### config.mk
export PLATFORM = sky130hd
export DESIGN_NAME = scheduled_zone_sequencer_flat
export DESIGN_NICKNAME = d
export VERILOG_FILES = /design/src/rtl/szs_pkg.sv /design/src/rtl/szs_in_if.sv /design/src/rtl/szs_out_if.sv /design/src/rtl/szs_ctrl.sv /design/src/rtl/szs_dpath.sv /design/src/rtl/scheduled_zone_sequencer.sv /design/src/flat_wrapper.sv
export SDC_FILE = /design/constraint.sdc
export NUM_CORES = 1
export LEC_CHECK = 0
export BUFFER_PORTS_ARGS = -buffer_cell sky130_fd_sc_hd__buf_2
export CORE_UTILIZATION = 60
export DETAILED_ROUTE_END_ITERATION = 16
export PLACE_DENSITY_LB_ADDON = 0.12
export SLEW_MARGIN = 20
export SYNTH_ARGS = -nofsm -noshare
export SYNTH_HDL_FRONTEND = slang
export SYNTH_SLANG_ARGS = --single-unit
### constraint.sdc
create_clock -name i_clk -period 5.7 [get_ports i_clk]
set_clock_uncertainty 0.15 [all_clocks]
set_input_delay 1.14 -clock i_clk [delete_from_list [all_inputs] [get_ports i_clk]]
set_output_delay 1.14 -clock i_clk [all_outputs]
set_load 0.02 [all_outputs]
### src/rtl/szs_pkg.sv
// ----------------------------------------------------------------------------
// szs_pkg
// Shared widths, register indexes and control types of the zone sequencer.
// ----------------------------------------------------------------------------
package szs_pkg;

    // zone and timer constants
    localparam int ZONE_COUNT       = 3;
    localparam int ZONE_W           = 2;
    localparam int ELAPSED_W        = 14;
    localparam int MINUTES_W        = 8;
    localparam int DAYS_PER_WEEK    = 7;

    // field widths
    localparam int HOUR_W           = 5;
    localparam int MINUTE_W         = 6;
    localparam int WDAY_W           = 3;

    // register port
    localparam int APB_AW           = 5;
    localparam int APB_DW           = 32;
    localparam int REG_IDX_W        = 3;

    localparam logic [REG_IDX_W-1:0] REG_START_HOUR   = 3'd0;
    localparam logic [REG_IDX_W-1:0] REG_START_MINUTE = 3'd1;
    localparam logic [REG_IDX_W-1:0] REG_DAY_MASK     = 3'd2;
    localparam logic [REG_IDX_W-1:0] REG_ZONE_ENABLE  = 3'd3;
    localparam logic [REG_IDX_W-1:0] REG_ZONE1_MIN    = 3'd4;
    localparam logic [REG_IDX_W-1:0] REG_ZONE2_MIN    = 3'd5;
    localparam logic [REG_IDX_W-1:0] REG_ZONE3_MIN    = 3'd6;

    // reset values
    localparam logic [HOUR_W-1:0] START_HOUR_RST = 5'd6;

    // saturation point of the zone timer
    localparam logic [ELAPSED_W-1:0] ELAPSED_MAX = {ELAPSED_W{1'b1}};

    // configuration seen by the datapath
    typedef struct packed {
        logic [HOUR_W-1:0]        start_hour;
        logic [MINUTE_W-1:0]      start_minute;
        logic [DAYS_PER_WEEK-1:0] day_mask;
        logic [ZONE_COUNT-1:0]    zone_enable;
        logic [MINUTES_W-1:0]     zone1_minutes;
        logic [MINUTES_W-1:0]     zone2_minutes;
        logic [MINUTES_W-1:0]     zone3_minutes;
    } t_cfg;

    // controller -> datapath
    typedef struct packed {
        logic load_in;
        logic timer;
        logic walk_init;
        logic walk_step;
        logic sched;
        logic load_out;
    } t_cmd;

    // datapath -> controller
    typedef struct packed {
        logic timer_adv;
        logic walk_end;
        logic walk_hit;
        logic sched_start;
    } t_stat;

    // minutes * 60 as (m << 6) - (m << 2)
    function automatic logic [ELAPSED_W-1:0] minutes_to_ticks(input logic [MINUTES_W-1:0] m);
        logic [ELAPSED_W-1:0] v64;
        logic [ELAPSED_W-1:0] v4;
        v64 = {m, 6'b0};
        v4  = {4'b0, m, 2'b0};
        return v64 - v4;
    endfunction

endpackage

### src/rtl/szs_in_if.sv
// ----------------------------------------------------------------------------
// szs_in_if
// Tick channel: wall-clock hour, minute and weekday with valid/ready.
// ----------------------------------------------------------------------------
interface szs_in_if;
    logic                        valid;
    logic                        ready;
    logic [szs_pkg::HOUR_W-1:0]   hour_now;
    logic [szs_pkg::MINUTE_W-1:0] minute_now;
    logic [szs_pkg::WDAY_W-1:0]   weekday_now;

    modport source (output valid, output hour_now, output minute_now, output weekday_now,
                    input ready);
    modport sink   (input valid, input hour_now, input minute_now, input weekday_now,
                    output ready);
endinterface

### src/rtl/szs_out_if.sv
// ----------------------------------------------------------------------------
// szs_out_if
// Result channel: relay drive and session status with valid/ready.
// ----------------------------------------------------------------------------
interface szs_out_if;
    logic                          valid;
    logic                          ready;
    logic [szs_pkg::ZONE_COUNT-1:0] relay_mask;
    logic                          running;
    logic [szs_pkg::ZONE_W-1:0]     zone_index;
    logic                          session_started;
    logic                          session_ended;

    modport source (output valid, output relay_mask, output running, output zone_index,
                    output session_started, output session_ended, input ready);
    modport sink   (input valid, input relay_mask, input running, input zone_index,
                    input session_started, input session_ended, output ready);
endinterface

### src/rtl/szs_ctrl.sv
// ----------------------------------------------------------------------------
// szs_ctrl
// Sequencing FSM: timer step, zone walk, schedule check, result hand-off.
// ----------------------------------------------------------------------------
module szs_ctrl (
    input  logic           i_clk,
    input  logic           i_rst_n,
    input  logic           i_in_valid,
    output logic           o_in_ready,
    output logic           o_out_valid,
    input  logic           i_out_ready,
    input  szs_pkg::t_stat i_stat,
    output szs_pkg::t_cmd  o_cmd
);

    typedef enum logic [4:0] {
        S_IDLE  = 5'b00001,
        S_TIMER = 5'b00010,
        S_WALK  = 5'b00100,
        S_SCHED = 5'b01000,
        S_DONE  = 5'b10000
    } t_state;

    t_state r_state, n_state;
    logic   r_from_start, n_from_start;
    logic   r_out_valid, n_out_valid;

    // next state and commands
    always_comb begin
        n_state      = r_state;
        n_from_start = r_from_start;
        n_out_valid  = r_out_valid;
        o_cmd        = '0;

        if (r_out_valid && i_out_ready) begin
            n_out_valid = 1'b0;
        end

        case (r_state)
            S_IDLE: begin
                if (i_in_valid) begin
                    o_cmd.load_in = 1'b1;
                    n_state       = S_TIMER;
                end
            end
            S_TIMER: begin
                o_cmd.timer = 1'b1;
                if (i_stat.timer_adv) begin
                    o_cmd.walk_init = 1'b1;
                    n_from_start    = 1'b0;
                    n_state         = S_WALK;
                end else begin
                    n_state = S_SCHED;
                end
            end
            S_WALK: begin
                o_cmd.walk_step = 1'b1;
                if (i_stat.walk_end || i_stat.walk_hit) begin
                    n_state = r_from_start ? S_DONE : S_SCHED;
                end
            end
            S_SCHED: begin
                o_cmd.sched = 1'b1;
                if (i_stat.sched_start) begin
                    n_from_start = 1'b1;
                    n_state      = S_WALK;
                end else begin
                    n_state = S_DONE;
                end
            end
            S_DONE: begin
                // output register free or emptying this cycle
                if (!r_out_valid || i_out_ready) begin
                    o_cmd.load_out = 1'b1;
                    n_out_valid    = 1'b1;
                    n_state        = S_IDLE;
                end
            end
            default: begin
                n_state = S_IDLE;
            end
        endcase
    end

    always_ff @(posedge i_clk) begin
        if (!i_rst_n) begin
            r_state      <= S_IDLE;
            r_from_start <= 1'b0;
            r_out_valid  <= 1'b0;
        end else begin
            r_state      <= n_state;
            r_from_start <= n_from_start;
            r_out_valid  <= n_out_valid;
        end
    end

    assign o_in_ready  = (r_state == S_IDLE);
    assign o_out_valid = r_out_valid;

endmodule

### src/rtl/szs_dpath.sv
// ----------------------------------------------------------------------------
// szs_dpath
// Session state, zone timer, zone walk, schedule match and result register.
// ----------------------------------------------------------------------------
module szs_dpath (
    input  logic                           i_clk,
    input  logic                           i_rst_n,
    input  szs_pkg::t_cfg                  i_cfg,
    input  szs_pkg::t_cmd                  i_cmd,
    output szs_pkg::t_stat                 o_stat,
    input  logic [szs_pkg::HOUR_W-1:0]     i_hour_now,
    input  logic [szs_pkg::MINUTE_W-1:0]   i_minute_now,
    input  logic [szs_pkg::WDAY_W-1:0]     i_weekday_now,
    output logic [szs_pkg::ZONE_COUNT-1:0] o_relay_mask,
    output logic                           o_running,
    output logic [szs_pkg::ZONE_W-1:0]     o_zone_index,
    output logic                           o_session_started,
    output logic                           o_session_ended
);

    localparam logic [szs_pkg::ZONE_W-1:0] ZONE_END = szs_pkg::ZONE_W'(szs_pkg::ZONE_COUNT);

    // captured tick
    logic [szs_pkg::HOUR_W-1:0]    r_hour;
    logic [szs_pkg::MINUTE_W-1:0]  r_minute;
    logic [szs_pkg::WDAY_W-1:0]    r_wday;

    // session state
    logic                           r_active;
    logic [szs_pkg::ZONE_W-1:0]     r_zone;
    logic [szs_pkg::ELAPSED_W-1:0]  r_elapsed;
    logic                           r_stm;
    logic [szs_pkg::MINUTES_W-1:0]  r_lat [szs_pkg::ZONE_COUNT];
    logic [szs_pkg::ELAPSED_W-1:0]  r_limit;
    logic [szs_pkg::ZONE_W-1:0]     r_walk;
    logic                           r_started;
    logic                           r_ended;

    // result register
    logic [szs_pkg::ZONE_COUNT-1:0] r_relay;
    logic                           r_running;
    logic [szs_pkg::ZONE_W-1:0]     r_zidx;
    logic                           r_sst;
    logic                           r_send;

    logic [szs_pkg::ELAPSED_W-1:0]  w_inc;
    logic [szs_pkg::MINUTES_W-1:0]  w_walk_min;
    logic                           w_time_match;
    logic                           w_day_ok;
    logic [szs_pkg::DAYS_PER_WEEK:0] w_day_ext;
    logic [szs_pkg::WDAY_W-1:0]     w_day_idx;

    // saturating tick count
    assign w_inc = (r_elapsed == szs_pkg::ELAPSED_MAX) ? r_elapsed
                 : r_elapsed + szs_pkg::ELAPSED_W'(1);

    // latched duration at the walk pointer
    always_comb begin
        case (r_walk)
            2'd0:    w_walk_min = r_lat[0];
            2'd1:    w_walk_min = r_lat[1];
            2'd2:    w_walk_min = r_lat[2];
            default: w_walk_min = '0;
        endcase
    end

    // schedule match; weekday 0 maps onto the zero pad bit
    assign w_time_match = (r_hour == i_cfg.start_hour) && (r_minute == i_cfg.start_minute);
    assign w_day_ext    = {1'b0, i_cfg.day_mask};
    assign w_day_idx    = r_wday - szs_pkg::WDAY_W'(1);
    assign w_day_ok     = (r_wday != '0) && w_day_ext[w_day_idx];

    assign o_stat.timer_adv   = r_active && (w_inc >= r_limit);
    assign o_stat.walk_end    = (r_walk == ZONE_END);
    assign o_stat.walk_hit    = (r_walk != ZONE_END) && (w_walk_min != '0);
    assign o_stat.sched_start = !r_active && w_time_match && !r_stm && w_day_ok
                              && (i_cfg.zone_enable != '0);

    // control state
    always_ff @(posedge i_clk) begin
        if (!i_rst_n) begin
            r_active  <= 1'b0;
            r_zone    <= '0;
            r_elapsed <= '0;
            r_stm     <= 1'b0;
            r_walk    <= '0;
            r_started <= 1'b0;
            r_ended   <= 1'b0;
        end else begin
            if (i_cmd.load_in) begin
                r_started <= 1'b0;
                r_ended   <= 1'b0;
            end
            if (i_cmd.timer && r_active) begin
                r_elapsed <= w_inc;
            end
            if (i_cmd.walk_init) begin
                r_walk <= r_zone + szs_pkg::ZONE_W'(1);
            end
            // one zone per step
            if (i_cmd.walk_step) begin
                if (r_walk == ZONE_END) begin
                    r_active  <= 1'b0;
                    r_zone    <= '0;
                    r_elapsed <= '0;
                    r_ended   <= 1'b1;
                end else if (w_walk_min != '0) begin
                    r_zone    <= r_walk;
                    r_elapsed <= '0;
                end else begin
                    r_walk <= r_walk + szs_pkg::ZONE_W'(1);
                end
            end
            // schedule check, idle only
            if (i_cmd.sched && !r_active) begin
                if (!w_time_match) begin
                    r_stm <= 1'b0;
                end else if (!r_stm && w_day_ok) begin
                    r_stm <= 1'b1;
                    if (i_cfg.zone_enable != '0) begin
                        r_active  <= 1'b1;
                        r_started <= 1'b1;
                        r_walk    <= '0;
                    end
                end
            end
        end
    end

    // payload registers
    always_ff @(posedge i_clk) begin
        if (i_cmd.load_in) begin
            r_hour   <= i_hour_now;
            r_minute <= i_minute_now;
            r_wday   <= i_weekday_now;
        end
        if (i_cmd.walk_step && (r_walk != ZONE_END) && (w_walk_min != '0)) begin
            r_limit <= szs_pkg::minutes_to_ticks(w_walk_min);
        end
        if (o_stat.sched_start && i_cmd.sched) begin
            r_lat[0] <= i_cfg.zone_enable[0] ? i_cfg.zone1_minutes : '0;
            r_lat[1] <= i_cfg.zone_enable[1] ? i_cfg.zone2_minutes : '0;
            r_lat[2] <= i_cfg.zone_enable[2] ? i_cfg.zone3_minutes : '0;
        end
        if (i_cmd.load_out) begin
            r_relay   <= r_active ? szs_pkg::ZONE_COUNT'(3'b001 << r_zone) : '0;
            r_running <= r_active;
            r_zidx    <= r_active ? r_zone : '0;
            r_sst     <= r_started;
            r_send    <= r_ended;
        end
    end

    assign o_relay_mask      = r_relay;
    assign o_running         = r_running;
    assign o_zone_index      = r_zidx;
    assign o_session_started = r_sst;
    assign o_session_ended   = r_send;

endmodule

### src/rtl/scheduled_zone_sequencer.sv
// ----------------------------------------------------------------------------
// scheduled_zone_sequencer
// Three-zone watering sequencer driven by one-second wall-clock ticks.
// ----------------------------------------------------------------------------
// One item is worked at a time. A tick is accepted in the idle cycle. With no
// zone change it then passes the timer, schedule and done states, and its
// result is loaded into the output register at the edge that ends the done
// state. A zone change walks the later zones one per cycle, and a session
// start walks from the first zone. The done state waits while the previous
// result is still held on the output side. A new tick is accepted while that
// previous result still waits. Configuration registers sit on the APB port;
// durations are copied at session start, so writes during a session act on
// the next one.
module scheduled_zone_sequencer (
    input  logic                         i_clk,
    input  logic                         i_rst_n,
    szs_in_if.sink                       i_in,
    szs_out_if.source                    o_out,
    input  logic                         psel,
    input  logic                         penable,
    input  logic                         pwrite,
    input  logic [szs_pkg::APB_AW-1:0]   paddr,
    input  logic [szs_pkg::APB_DW-1:0]   pwdata,
    output logic [szs_pkg::APB_DW-1:0]   prdata,
    output logic                         pready
);

    szs_pkg::t_cfg  r_cfg;
    szs_pkg::t_cmd  w_cmd;
    szs_pkg::t_stat w_stat;

    logic [szs_pkg::REG_IDX_W-1:0] w_idx;
    logic                          w_wr;

    assign pready = 1'b1;
    assign w_idx  = paddr[szs_pkg::APB_AW-1:2];
    assign w_wr   = psel && penable && pwrite;

    // register writes
    always_ff @(posedge i_clk) begin
        if (!i_rst_n) begin
            r_cfg.start_hour    <= szs_pkg::START_HOUR_RST;
            r_cfg.start_minute  <= '0;
            r_cfg.day_mask      <= '0;
            r_cfg.zone_enable   <= '0;
            r_cfg.zone1_minutes <= '0;
            r_cfg.zone2_minutes <= '0;
            r_cfg.zone3_minutes <= '0;
        end else if (w_wr) begin
            case (w_idx)
                szs_pkg::REG_START_HOUR:
                    r_cfg.start_hour    <= pwdata[szs_pkg::HOUR_W-1:0];
                szs_pkg::REG_START_MINUTE:
                    r_cfg.start_minute  <= pwdata[szs_pkg::MINUTE_W-1:0];
                szs_pkg::REG_DAY_MASK:
                    r_cfg.day_mask      <= pwdata[szs_pkg::DAYS_PER_WEEK-1:0];
                szs_pkg::REG_ZONE_ENABLE:
                    r_cfg.zone_enable   <= pwdata[szs_pkg::ZONE_COUNT-1:0];
                szs_pkg::REG_ZONE1_MIN:
                    r_cfg.zone1_minutes <= pwdata[szs_pkg::MINUTES_W-1:0];
                szs_pkg::REG_ZONE2_MIN:
                    r_cfg.zone2_minutes <= pwdata[szs_pkg::MINUTES_W-1:0];
                szs_pkg::REG_ZONE3_MIN:
                    r_cfg.zone3_minutes <= pwdata[szs_pkg::MINUTES_W-1:0];
                default: begin
                end
            endcase
        end
    end

    // register reads
    always_comb begin
        case (w_idx)
            szs_pkg::REG_START_HOUR:   prdata = szs_pkg::APB_DW'(r_cfg.start_hour);
            szs_pkg::REG_START_MINUTE: prdata = szs_pkg::APB_DW'(r_cfg.start_minute);
            szs_pkg::REG_DAY_MASK:     prdata = szs_pkg::APB_DW'(r_cfg.day_mask);
            szs_pkg::REG_ZONE_ENABLE:  prdata = szs_pkg::APB_DW'(r_cfg.zone_enable);
            szs_pkg::REG_ZONE1_MIN:    prdata = szs_pkg::APB_DW'(r_cfg.zone1_minutes);
            szs_pkg::REG_ZONE2_MIN:    prdata = szs_pkg::APB_DW'(r_cfg.zone2_minutes);
            szs_pkg::REG_ZONE3_MIN:    prdata = szs_pkg::APB_DW'(r_cfg.zone3_minutes);
            default:                   prdata = '0;
        endcase
    end

    szs_ctrl u_ctrl (
        .i_clk       (i_clk),
        .i_rst_n     (i_rst_n),
        .i_in_valid  (i_in.valid),
        .o_in_ready  (i_in.ready),
        .o_out_valid (o_out.valid),
        .i_out_ready (o_out.ready),
        .i_stat      (w_stat),
        .o_cmd       (w_cmd)
    );

    szs_dpath u_dpath (
        .i_clk             (i_clk),
        .i_rst_n           (i_rst_n),
        .i_cfg             (r_cfg),
        .i_cmd             (w_cmd),
        .o_stat            (w_stat),
        .i_hour_now        (i_in.hour_now),
        .i_minute_now      (i_in.minute_now),
        .i_weekday_now     (i_in.weekday_now),
        .o_relay_mask      (o_out.relay_mask),
        .o_running         (o_out.running),
        .o_zone_index      (o_out.zone_index),
        .o_session_started (o_out.session_started),
        .o_session_ended   (o_out.session_ended)
    );

endmodule

### src/flat_wrapper.sv
// flat-port wrapper written by rule: the top's interface ports become plain ports
module scheduled_zone_sequencer_flat 
  (i_clk, i_rst_n, psel, penable, pwrite, paddr, pwdata, prdata, pready, i_in_valid, i_in_hour_now, i_in_minute_now, i_in_weekday_now, i_in_ready, o_out_valid, o_out_relay_mask, o_out_running, o_out_zone_index, o_out_session_started, o_out_session_ended, o_out_ready);
  szs_in_if i_in_i ();
  szs_out_if o_out_i ();
  input  logic i_clk;
  input  logic i_rst_n;
  input  logic psel;
  input  logic penable;
  input  logic pwrite;
  input  logic [szs_pkg::APB_AW-1:0] paddr;
  input  logic [szs_pkg::APB_DW-1:0] pwdata;
  output logic [szs_pkg::APB_DW-1:0] prdata;
  output logic pready;
  input wire logic [$bits(i_in_i.valid)-1:0] i_in_valid;
  input wire logic [$bits(i_in_i.hour_now)-1:0] i_in_hour_now;
  input wire logic [$bits(i_in_i.minute_now)-1:0] i_in_minute_now;
  input wire logic [$bits(i_in_i.weekday_now)-1:0] i_in_weekday_now;
  output wire logic [$bits(i_in_i.ready)-1:0] i_in_ready;
  output wire logic [$bits(o_out_i.valid)-1:0] o_out_valid;
  output wire logic [$bits(o_out_i.relay_mask)-1:0] o_out_relay_mask;
  output wire logic [$bits(o_out_i.running)-1:0] o_out_running;
  output wire logic [$bits(o_out_i.zone_index)-1:0] o_out_zone_index;
  output wire logic [$bits(o_out_i.session_started)-1:0] o_out_session_started;
  output wire logic [$bits(o_out_i.session_ended)-1:0] o_out_session_ended;
  input wire logic [$bits(o_out_i.ready)-1:0] o_out_ready;
  assign i_in_i.valid = i_in_valid;
  assign i_in_i.hour_now = i_in_hour_now;
  assign i_in_i.minute_now = i_in_minute_now;
  assign i_in_i.weekday_now = i_in_weekday_now;
  assign i_in_ready = i_in_i.ready;
  assign o_out_valid = o_out_i.valid;
  assign o_out_relay_mask = o_out_i.relay_mask;
  assign o_out_running = o_out_i.running;
  assign o_out_zone_index = o_out_i.zone_index;
  assign o_out_session_started = o_out_i.session_started;
  assign o_out_session_ended = o_out_i.session_ended;
  assign o_out_i.ready = o_out_ready;
  scheduled_zone_sequencer u_core (.i_clk(i_clk), .i_rst_n(i_rst_n), .i_in(i_in_i), .o_out(o_out_i), .psel(psel), .penable(penable), .pwrite(pwrite), .paddr(paddr), .pwdata(pwdata), .prdata(prdata), .pready(pready));
endmodule
# ---- After elaboration in Yosys (flattened, before gate mapping)
# Memory sizes are Yosys's and may differ from the RTL's.
# Index checks and enable logic that the tools add are counted.
dict set report word_totals {
  reg_bits 110
  mem_bits_rw 24
  elab_cells 160
  mem_count 1
}
dict set report op_classes {
  n_addsub 5
  order_cmp 2
  n_eq_ne 24
  shift 1
  mux 61
  reduce_logical 40
}
# name depth width rd rd_clocked_by_memory_dff wr line_no
set mem_list {}
lappend mem_list {u_core.u_dpath.r_lat 3 8 3 0 3 szs_dpath.sv:33} ;# logic [szs_pkg::MINUTES_W-1:0] r_lat [szs_pkg::ZONE_COUNT];
# operator count
set op_table {}
lappend op_table {{$mux 14} 5}
lappend op_table {{$pmux 8 s7} 1}
lappend op_table {{$mux 1} 31}
lappend op_table {{$mux 5} 5}
lappend op_table {{$pmux 5 s5} 1}
lappend op_table {{$mux 8} 3}
lappend op_table {{$pmux 8 s3} 1}
lappend op_table {{$mux 2} 11}
lappend op_table {{$reduce_and 2->1} 9}
lappend op_table {{$logic_and 1x1->1} 17}
lappend op_table {{$add 14x1->14 const B} 1}
lappend op_table {{$eq 14x14->1 const B} 1}
lappend op_table {{$ge 14x14->1} 1}
lappend op_table {{$sub 14x10->14} 1}
lappend op_table {{$ne 2x2->1 const B} 6}
lappend op_table {{$eq 3x3->1 const B} 3}
lappend op_table {{$reduce_bool 8->1} 1}
lappend op_table {{$eq 3x2->1 const B} 2}
lappend op_table {{$eq 6x6->1} 1}
lappend op_table {{$reduce_and 3->1} 2}
lappend op_table {{$reduce_bool 3->1} 2}
lappend op_table {{$eq 5x1->1 const B} 1}
lappend op_table {{$eq 5x2->1 const B} 1}
lappend op_table {{$eq 5x3->1 const B} 1}
lappend op_table {{19 further kinds} 25}

# ---- Longest topological paths before layout
# Gate-level depths: netlist of run 1.
dict set report depth {
  ltp_word 14
  ltp_mapped 14
  ltp_nobuf 13
}

# ---- Hierarchy
# From an unflattened synthesis of run 1, not the netlist that was laid out.
dict set report unflattened {
  cells_unflattened 691
  hier_area_um2 6998.0
}
# module n_inst cells_per_inst area_each_um2 seq_area_each_um2
set by_module_without_submodules {}
lappend by_module_without_submodules {szs_dpath 1 395 4294.1 2182.1}
lappend by_module_without_submodules {scheduled_zone_sequencer 1 244 2279.7 900.9}
lappend by_module_without_submodules {szs_ctrl 1 52 424.2 140.1}

# ---- Worst setup path before layout of run 1
# OpenSTA, ideal clock, no wires.
dict set report synth_timing {
  path_kind {input to output}
  startpoint {in paddr[2] (netlist bit)}
  endpoint {out prdata[2] (netlist bit)}
  arrival_ns 2.457
  slack_ns 1.953
  path_stages 7
  n_path_buf 2
  cell_sequence {clkbuf_1 buf_1 mux2i_1 nor2_1 a21oi_1 o22ai_1 a41o_1}
}
dict set report synth_between {
  elab_chain_cells 2
  elab_cells_between_ends 8
  classes_between {6 x eq/ne; 1 x mux; 1 x reduce/logical}
}
# element line_no
set synth_rtl {}
lappend synth_rtl {{from (decl)} flat_wrapper.sv:11} ;# input logic [szs_pkg::APB_AW-1:0] paddr;
lappend synth_rtl {{$eq 3x3->1, or another cell as far along} scheduled_zone_sequencer.sv:73} ;# case (w_idx)
lappend synth_rtl {{$pmux 8 s7 (*)} scheduled_zone_sequencer.sv:73}
lappend synth_rtl {{to (decl)} flat_wrapper.sv:13} ;# output logic [szs_pkg::APB_DW-1:0] prdata;
# Mark *: on every way between the ends. The rest lies on a longest branch, timed or not.

# ---- Worst setup path in the final report of run 1
dict set report layout_timing {
  startpoint {reg u_core.u_dpath.r_elapsed[3] (netlist bit)}
  endpoint {reg u_core.u_dpath.r_walk[1] (netlist bit)}
}
dict set report layout_between {
  elab_chain_cells 14
  elab_cells_between_ends 15
  classes_between {1 x add/sub; 1 x order compare; 1 x eq/ne; 11 x mux; 1 x reduce/logical}
}
# element line_no
set layout_rtl {}
lappend layout_rtl {{from (decl)} szs_dpath.sv:31} ;# logic [szs_pkg::ELAPSED_W-1:0] r_elapsed;
lappend layout_rtl {{from (signal assigned)} szs_dpath.sv:95} ;# r_elapsed <= w_inc;
lappend layout_rtl {{$add 14x1->14 or $eq 14x14->1 (tied branches)} {szs_dpath.sv:55, szs_dpath.sv:54}}
lappend layout_rtl {{$mux 14 (*)} szs_dpath.sv:54} ;# assign w_inc = (r_elapsed == szs_pkg::ELAPSED_MAX) ? r_elapsed
lappend layout_rtl {{$ge 14x14->1 (*)} szs_dpath.sv:73} ;# assign o_stat.timer_adv = r_active && (w_inc >= r_limit);
lappend layout_rtl {{$logic_and 1x1->1 (*)} szs_dpath.sv:73}
lappend layout_rtl {{$mux 1 (*)} szs_ctrl.sv:48} ;# if (i_stat.timer_adv) begin
lappend layout_rtl {{$mux 2 (*)} szs_ctrl.sv:39} ;# case (r_state)
lappend layout_rtl {{$mux 2 (*)} szs_dpath.sv:97} ;# if (i_cmd.walk_init) begin
lappend layout_rtl {{$mux 2} szs_dpath.sv:107} ;# end else if (w_walk_min != '0) begin
lappend layout_rtl {{$mux 2} szs_dpath.sv:102} ;# if (r_walk == ZONE_END) begin
lappend layout_rtl {{$mux 2 (*)} szs_dpath.sv:101} ;# if (i_cmd.walk_step) begin
lappend layout_rtl {{$mux 2} szs_dpath.sv:120} ;# if (i_cfg.zone_enable != '0) begin
lappend layout_rtl {{$mux 2} szs_dpath.sv:118} ;# end else if (!r_stm && w_day_ok) begin
lappend layout_rtl {{$mux 2} szs_dpath.sv:116} ;# if (!w_time_match) begin
lappend layout_rtl {{$mux 2 (*)} szs_dpath.sv:115} ;# if (i_cmd.sched && !r_active) begin
lappend layout_rtl {{to (signal assigned)} szs_dpath.sv:98} ;# r_walk <= r_zone + szs_pkg::ZONE_W'(1);
lappend layout_rtl {{to (signal assigned)} szs_dpath.sv:111} ;# r_walk <= r_walk + szs_pkg::ZONE_W'(1);
lappend layout_rtl {{to (decl)} szs_dpath.sv:35} ;# logic [szs_pkg::ZONE_W-1:0] r_walk;
# Marked as above.
# A chain may end at the register's enable or synchronous reset.

==> flow_summary.yaml, run 1 <==
placed_design:
  place_inst: 839
  portBuffers: 49
  gp_congestion: 0.882
  dpl.hpwl_microns: 9920
setup_path:
  slowest_delay_ns: 0.74
  path_class: "flop to flop"
  critPathSlowestCell: "a211oi_1"
  cp_num_buf_inv: 0
  regToRegEndpoint: "u_core.u_dpath.r_walk[1]"
  path_max_fanout: 7
  rr_worst_depth: 11
  crit_end: "u_core.u_dpath.r_walk[1]"
  end_kind: "flop"
  crit_arrival_ns: 4.31
  crit_path_start: "u_core.u_dpath.r_elapsed[3]"
  start_kind: "flop"
  crit_chain: "and4_1 > and3_1 > nor3b_1 > and3_1 > xor2_1 > ha_1 > and4_1 > a221o_1 > a211oi_1 > nand3_1 > a311oi_1"
  required_ns: 5.87
  cp.depth: 11
  path_delay_family: "simple AND/OR/NAND/NOR gates"
  rr_startpoint: "u_core.u_dpath.r_elapsed[3]"
  rrSetupSlack_ns: 1.57
floorplan:
  die_width_microns: 108
  die_height_microns: 108
  initial_utilization_pct: 62.2
  io_pins: 101
  coreArea_sq_mm: 0.0109
  rows: 38
  die-area_sq_mm: 0.0118
yosys:
  synth_top_cell_area_share_pct: 25.6
  synth_warnings: 0
  synth_edf_count: 58
  syn_inst: 673
  async_flop_share_pct: 0
  syn_area_sq_mm: 0.00680
  yosysTopAreaCell: "edfxtp_1"
  synth.distinct_cells: 61
  ys_ff_latch: 132
  synth_area_leaders: "edfxtp_1, dfxtp_1, mux2i_1"
  synth-main-ff-cell: "dfxtp_1"
  avgSynthCellArea_sq_um: 10.1
  synth_seq_area_share_pct: 47.4
route:
  drc_errors: 0
  wl_met3_microns: 628
  drt-pass1-iter-count: 7
  met1Wirelength_microns: 5770
  dr_wl_met2_microns: 6710
  antenna_left: 0
  vias: 4882
  wl_per_cell_microns: 15.6
  via_per_inst: 5.61
  highest_layer: "met4"
  dr.first_iter.drc_count: 280
  wirelength_microns: 13600
clock_network:
  cts_htree_levels: 4
  cts_root_buf: "clkbuf_16"
  post_cts_buffers: 0
  clock_latency_ns: 0.42
  ctsResizeCount: 0
  cts_hold_buf: 0
  clock_path_buffers: 2
  cts_tree: "done"
  cts_inserted_buffers: 17
  clock-sinks: 132
  clk_pin_slew_ns: 0.05
final_layout:
  layout.nets: 802
  area_growth_syn_to_layout_pct: 11.0
  final_common_cell: "nor2_1"
  drive_above_1_share_pct: 13.8
  antenna_cells: 0
  fin_cells: 871
  final_cell_mix: "nor2_1, dfxtp_1, edfxtp_1"
timing:
  fmax_ghz: 0.242
  fin_crit_sh_pct: 72.5
  drv_slew: 0
  fin_tns_setup_ns: 0
  rsz0062_at_grt: "false"
  setup_viol: 0
  fin_crit_ns: 4.13
  slew_headroom_pct: 30.0
  hold_violations: 0
  tightest_slew_ns: 1.05
global_routing:
  grt_pass1_vias: 4687
  grt_max_degree: 45
  grt_pass1_wl_microns: 22100
  grt-ovfl-total: 0
  antenna_found_initial: 0
  grt_use_total_pct: 24.9
run:
  drv_cap: 0
hold_path:
  min_path_type: "flop to flop"
  hold_depth: 0
power:
  peakVddDrop_mv: 0.273
  leakagePower_nw: 3.05
  p_per_area_mw_per_mm2: 270
outcome:
  status: "complete, no violations"
[power by group]
part / internal, mW / leakage, nW / switching [mW]
clock: 0.559 / 0.248 / 0.367
sequential: 0.996 / 1.19 / 0.00850
combinational: 0.0330 / 1.61 / 0.0709
[worst min-delay path by stage]
stage | startpoint | end
floorplan | u_core.u_dpath.r_started | u_core.u_dpath.o_session_started
global placement | u_core.u_dpath.r_started | u_core.u_dpath.o_session_started
detailed placement | u_core.u_dpath.r_ended | u_core.u_dpath.o_session_ended
CTS | u_core.u_dpath.r_ended | u_core.u_dpath.o_session_ended
global route | u_core.u_dpath.r_ended | u_core.u_dpath.o_session_ended
finish | u_core.u_dpath.r_ended | u_core.u_dpath.o_session_ended
[Yosys cell counts, types with 3 or more instances]
cell,instances
a21oi_1,31
a221oi_1,3
a222oi_1,8
a41oi_1,3
and2_1,27
and3_1,3
buf_4,25
clkbuf_1,19
dfxtp_1,74
edfxtp_1,58
ha_1,26
inv_1,30
mux2_2,4
mux2i_1,56
mux4_2,3
nand2_1,30
nand2b_1,3
nand3_1,22
nand4_1,10
nor2_1,96
nor2b_1,6
nor3_1,19
nor3b_1,3
o21a_1,6
o21ai_0,13
o21bai_1,3
or2_2,8
xnor2_1,28
xor2_1,13
[logic make-up (layout without fill, tap and decap cells)]
kind of cell	Yosys count	after routing	synth area share [%]
and+or+nand+nor	243	243	18.0
DFF	132	132	47.4
AOI/OAI and AO/OA	85	85	8.41
buffers and inverters	81	116	6.11
muxes	63	63	9.90
xor gates and xnor gates	41	41	5.28
adders and majority gates	26	26	4.79
other	2	25	0.110
[state kept, by name (all words and copies together) (netlist names), 3 cells and up]
register and flops:
u_core.u_dpath.r_elapsed 14, u_core.u_dpath.r_hour 5, u_core.u_dpath.r_minute 6, u_core.u_dpath.r_lat 24
u_core.r_cfg 45, u_core.u_dpath.r_wday 3, u_core.u_ctrl.r_state 5, u_core.u_dpath.r_limit 12
u_core.u_dpath.o_relay_mask 3
[worst reg2reg max path: stages (launching register included)]
cell	delay (ns)
dfxtp_1	0.45
and4_1	0.24
and3_1	0.21
nor3b_1	0.50
and3_1	0.26
xor2_1	0.20
ha_1	0.27
and4_1	0.23
a221o_1	0.34
a211oi_1	0.74
nand3_1	0.16
a311oi_1	0.29
[per-stage QoR]
stage,utilization (%),power [mW],instance area (sq um),setup WS (ns),hold WS (ns)
4_1_cts,68.9,2.05,7540,1.52,0.283
6_report,69.0,2.04,7540,1.57,0.281
5_1_grt,69.0,2.11,7540,1.25,0.297
2_1_floorplan,-,1.11,6880,1.95,0.250
3_3_place_gp,64.3,1.12,7040,1.70,0.264
3_5_place_dp,64.3,1.13,7040,1.56,0.271
[cell type report]
cell class / instances / area (sq um)
Inverter: 31 / 116
Clock inverter: 7 / 33.8
Multi-Input combinational cell: 483 / 3250
Timing Repair Buffer: 53 / 275
Clock buffer: 25 / 465
Tap cell: 140 / 175
Fill cell: 828 / 3390
Sequential cell: 132 / 3220
[layer usage]
layer  vias to the layer above  global-route usage, %
met5                         -                      0
met4                         0                   13.7
met3                        34                   5.67
met2                       142                   42.8
met1                      2290                   28.6
li1                       2416                      -
(Power assumes the default switching activity.)
==> run 2: changes to the inputs <==
--- a/config.mk
+++ b/config.mk
@@ -6,7 +6,7 @@
 export NUM_CORES = 1
 export LEC_CHECK = 0
 export BUFFER_PORTS_ARGS = -buffer_cell sky130_fd_sc_hd__buf_2
-export CORE_UTILIZATION = 60
+export CORE_UTILIZATION = 52
 export DETAILED_ROUTE_END_ITERATION = 16
 export PLACE_DENSITY_LB_ADDON = 0.12
 export SLEW_MARGIN = 20
==> constraint.sdc (replaced) <==
create_clock -name i_clk -period 3.35 [get_ports i_clk]
set_clock_uncertainty 0.15 [all_clocks]
set_input_delay 0.67 -clock i_clk [delete_from_list [all_inputs] [get_ports i_clk]]
set_output_delay 0.67 -clock i_clk [all_outputs]
set_load 0.02 [all_outputs]
==> flow_summary.yaml, run 2 (synthesis gave the netlist of run 1 again) <==
timing:
  fin_crit_sh_pct: 101
  fmax_ghz: 0.297
  fin_crit_ns: 3.37
  drv_slew: 0
  tightest_slew_ns: 0.873
  slew_headroom_pct: 41.0
  hold_violations: 0
  fin_ws_ns: -0.0176
  setup_viol: 1
  rsz0062_at_grt: "true"
floorplan:
  initial_utilization_pct: 53.6
  io_pins: 101
  die-area_sq_mm: 0.0135
  rows: 41
  die_width_microns: 116
  die_height_microns: 116
  coreArea_sq_mm: 0.0127
clock_network:
  cts_tree: "done"
  clock_latency_ns: 0.42
  clk_pin_slew_ns: 0.06
  clock_path_buffers: 2
  cts_htree_levels: 4
  clock-sinks: 132
  cts_inserted_buffers: 17
  cts_root_buf: "clkbuf_16"
route:
  drt-pass1-iter-count: 5
  vias: 5130
  wl_per_cell_microns: 15.1
  antenna_left: 0
  dr.first_iter.drc_count: 311
  drc_errors: 0
  wirelength_microns: 14400
  via_per_inst: 5.39
placed_design:
  dpl.hpwl_microns: 10500
  gp_congestion: 0.835
  portBuffers: 49
global_routing:
  grt_pass1_vias: 5083
  grt_pass1_wl_microns: 23700
  grt_max_degree: 45
  grt_use_total_pct: 23.1
  grt-ovfl-total: 0
  antenna_found_initial: 0
power:
  leakagePower_nw: 3.32
  p_per_area_mw_per_mm2: 446
  peakVddDrop_mv: 0.297
  power.total_mw: 3.64
final_layout:
  largest_reg_flops: 45
  area_growth_syn_to_layout_pct: 20.1
  top_register: "u_core.r_cfg"
  final_common_cell: "nor2_1"
  antenna_cells: 0
  drive_above_1_share_pct: 22.6
  top_regs: "u_core.r_cfg: 45 flops, u_core.u_dpath.r_lat: 24 flops, u_core.u_dpath.r_elapsed: 14 flops"
  layout.nets: 851
  final_util_pct: 64.4
  final_cell_mix: "nor2_1, dfxtp_1, edfxtp_1"
hold_path:
  min_path_type: "primary input to flop"
  hold_depth: 1
  min_to: "u_core.u_dpath.r_hour[3]"
  hold_start: "i_in_hour_now[3]"
setup_path:
  path_class: "flop to flop"
  crit_arrival_ns: 3.51
  end_kind: "flop"
  rr_worst_depth: 15
  required_ns: 3.49
  rrSetupSlack_ns: -0.02
  regToRegEndpoint: "u_core.u_dpath.r_walk[1]"
  path_max_fanout: 6
  start_kind: "flop"
  rr_startpoint: "u_core.u_dpath.r_elapsed[1]"
run:
  drv_cap: 0
outcome:
  violations: "setup timing"
  status: "complete, but fails checks"
## run 2: report_power, final
| group | internal [mW] | switching (mW) |
|---|---|---|
| Combinational | 0.0641 | 0.124 |
| Sequential | 1.69 | 0.0142 |
| Clock | 1.03 | 0.721 |
| Total | 2.78 | 0.859 |
## run 2: worst max path at each step
stage / start / to / slack [ns] / cells after the start
final: u_core.u_dpath.r_elapsed[1] / u_core.u_dpath.r_walk[1] / -0.02 / 15
after global routing: u_core.u_dpath.r_elapsed[1] / u_core.u_dpath.r_walk[1] / -0.18 / 15
after CTS: u_core.u_dpath.r_elapsed[1] / u_core.u_dpath.r_walk[1] / 0.001 / 16
after detailed placement: u_core.u_dpath.r_elapsed[0] / u_core.u_dpath.r_walk[0] / -0.12 / 13
after global placement: u_core.u_dpath.r_elapsed[0] / u_core.u_dpath.r_walk[1] / -0.07 / 15
after floorplan: u_core.u_dpath.r_elapsed[0] / u_core.u_dpath.r_walk[0] / 0.05 / 14
## run 2: routing by layer
| metal | wire [microns] | global-route usage (%) | up-vias |
|---|---|---|---|
| met5 | 0 | 0 | - |
| met4 | 424 | 12.2 | 0 |
| met3 | 531 | 4.36 | 37 |
| met2 | 7340 | 40.9 | 139 |
| met1 | 6110 | 26.4 | 2441 |
| li1 | - | - | 2513 |
## run 2: what timing repair did
action | CTS | global route
endpoints found under the setup margin | 2 | 38
buffers inserted | 1 | 4
gates resized for setup | 9 | 23
hold buffers | 0 | 0
pin swaps | 5 | 19
## run 2: area by class of cell
class	instances	area, sq um
clock inverter	14	128
fill	1040	4510
sequential	132	3230
clock buffer	18	429
inverter	31	116
timing repair buffer	102	659
multi-input combinational	483	3390
tap	172	215
## run 2: through the flow
| stage | hold slack [ns] | cells | setup slack, ns | cell area (sq um) | setup TNS [ns] |
|---|---|---|---|---|---|
| after global routing | 0.261 | 952 | -0.181 | 8160 | -0.647 |
| final | 0.272 | 952 | -0.0176 | 8160 | -0.0176 |
| after global placement | 0.261 | 918 | -0.0685 | 7440 | -0.151 |
| after floorplan | 0.250 | 696 | 0.0452 | 6900 | 0 |
| after detailed placement | 0.261 | 918 | -0.119 | 7440 | -0.145 |
| after CTS | 0.258 | 951 | 0.00136 | 8040 | 0 |
## run 2: critical path: stages (launching register included)
cell      delay (ns)
dfxtp_2         0.36
ha_4            0.13
nand4_1         0.17
nor4_4          0.35
buf_4           0.16
or2_4           0.13
nor2_4          0.04
xor2_2          0.15
ha_1            0.31
a41oi_2         0.13
o21ai_1         0.08
a221o_1         0.39
a211oi_4        0.31
buf_4           0.18
or3_1           0.10
a311oi_2        0.09
==> run 3: changes to the inputs <==
--- a/config.mk
+++ b/config.mk
@@ -8,7 +8,7 @@
 export BUFFER_PORTS_ARGS = -buffer_cell sky130_fd_sc_hd__buf_2
 export CORE_UTILIZATION = 52
 export DETAILED_ROUTE_END_ITERATION = 16
-export PLACE_DENSITY_LB_ADDON = 0.12
+export PLACE_DENSITY = 0.77
 export SLEW_MARGIN = 20
 export SYNTH_ARGS = -nofsm -noshare
 export SYNTH_HDL_FRONTEND = slang
==> flow_summary.yaml, run 3 (synthesis gave the netlist of run 1 again) <==
setup_path:
  start_kind: "flop"
  crit_arrival_ns: 3.49
  path_class: "flop to flop"
  path_max_fanout: 7
  end_kind: "flop"
  required_ns: 3.55
clock_network:
  clk_pin_slew_ns: 0.06
  clock_path_buffers: 2
  cts_htree_levels: 4
  cts_inserted_buffers: 17
  cts_root_buf: "clkbuf_16"
  clock_latency_ns: 0.43
  clock-sinks: 132
  cts_hold_buf: 0
  cts_tree: "done"
global_routing:
  grt_pass1_vias: 4951
  grt-ovfl-total: 0
  grt_max_degree: 45
  grt_pass1_wl_microns: 23100
  grt_use_total_pct: 22.5
  antenna_found_initial: 0
power:
  p_clk_share_pct: 50.8
  p_per_area_mw_per_mm2: 469
  p_comb_share_pct: 4.9
  leakagePower_nw: 3.33
  p_int_mw: 3.01
  seqPwrFrac_pct: 44.3
  sw_frac_of_total_pct: 22.1
  peakVddDrop_mv: 0.360
  power.switching_uw: 851
final_layout:
  layout.nets: 848
  drive_above_1_share_pct: 22.8
  design_area_sq_mm: 0.00823
  final_common_cell: "nor2_1"
  final_util_pct: 65.0
  area_growth_syn_to_layout_pct: 21.1
  fin_cells: 948
  final_cell_mix: "nor2_1, dfxtp_1, edfxtp_1"
  largest_reg_flops: 45
  antenna_cells: 0
  top_register: "u_core.r_cfg"
  fill_cells: 965
  top_regs: "u_core.r_cfg: 45 flops, u_core.u_dpath.r_lat: 24 flops, u_core.u_dpath.r_elapsed: 14 flops"
placed_design:
  post-place-ws_ns: -0.113
  portBuffers: 49
  place_area_sq_mm: 0.00740
  place_inst: 911
  dpl.hpwl_microns: 10500
  gp_congestion: 0.863
timing:
  rsz0062_at_grt: "true"
  setup_viol: 0
  fin_crit_ns: 3.29
  hold_violations: 0
  fin_tns_setup_ns: 0
  drv_slew: 0
  fin_ws_ns: 0.0615
  fin_crit_sh_pct: 98.2
  slew_headroom_pct: 36.7
  fmax_ghz: 0.304
  tightest_slew_ns: 0.937
floorplan:
  die_height_microns: 116
  rows: 41
  die-area_sq_mm: 0.0135
  initial_utilization_pct: 53.6
  die_width_microns: 116
  coreArea_sq_mm: 0.0127
  io_pins: 101
route:
  dr.first_iter.drc_count: 324
  wirelength_microns: 14700
  drt-pass1-iter-count: 5
  via_per_inst: 5.50
  vias: 5211
  drc_errors: 0
  wl_per_cell_microns: 15.6
  antenna_left: 0
hold_path:
  min_path_type: "primary input to flop"
outcome:
  status: "complete, no violations"
run:
  drv_cap: 0
## run 3: cell types whose count changed in the layout (fill, tap and decap cells not counted), sizes merged
cell / previous run / this run
buf: 102 / 99
clkbuf: 18 / 17
clkinv: 7 / 3
bufinv: 1 / 4
inv: 34 / 35
## run 3: layer usage
metal,track usage (%),wire (microns)
met4,11.1,430
met2,39.6,7580
met5,0,0
met1,24.9,5890
met3,6.28,840
## run 3: path summary, 6_finish.rpt
check / slack, ns / start / cells past startpoint / end
setup / recovery: 0.06 / u_core.u_dpath.r_elapsed[5] / 12 / u_core.u_ctrl.r_state[3]
hold / removal: 0.27 / i_in_hour_now[3] / 1 / u_core.u_dpath.r_hour[3]
setup reg to reg: 0.06 / u_core.u_dpath.r_elapsed[5] / 12 / u_core.u_ctrl.r_state[3]
hold reg to reg: 0.29 / u_core.u_dpath.r_started / 0 / u_core.u_dpath.o_session_started
## run 3: layout make-up
class	instances	area, sq um	share of cell area (%)
multi-input combinational	483	3410	41.4
timing repair buffer	99	637	7.74
tap	172	215	2.61
clock buffer	17	425	5.17
inverter	31	116	1.41
clock inverter	14	200	2.43
sequential	132	3230	39.2
## run 3: worst max-delay path, stage by stage, from the launching register on
cell      delay [ns]
dfxtp_1         0.40
and4_1          0.27
and3_1          0.20
nor3b_4         0.28
and3_4          0.25
xor2_2          0.13
ha_1            0.26
and4_4          0.17
a221o_1         0.39
a211oi_4        0.32
buf_4           0.18
o21bai_1        0.07
a21oi_1         0.16
## run 3: repair_timing
| action | CTS | global route |
|---|---|---|
| buffers inserted | 2 | 6 |
| resized for setup | 12 | 21 |
| pin swaps | 9 | 15 |
| endpoints found under the hold margin | 0 | 0 |
| endpoints found under the setup margin | 3 | 36 |
## run 3: per-stage QoR
stage | power (mW) | hold slack [ns]
after detailed placement | 1.92 | 0.273
after floorplan | 1.89 | 0.250
after global placement | 1.92 | 0.259
after CTS | 3.87 | 0.249
after global routing | 3.97 | 0.247
final | 3.86 | 0.267
## run 3: power by group through the flow
stage	clock network (mW)	logic, mW	registers, mW
floorplan	0	0.148	1.74
global placement	0	0.176	1.74
detailed placement	0	0.181	1.74
CTS	1.98	0.182	1.71
global route	2.05	0.204	1.71
finish	1.96	0.187	1.71
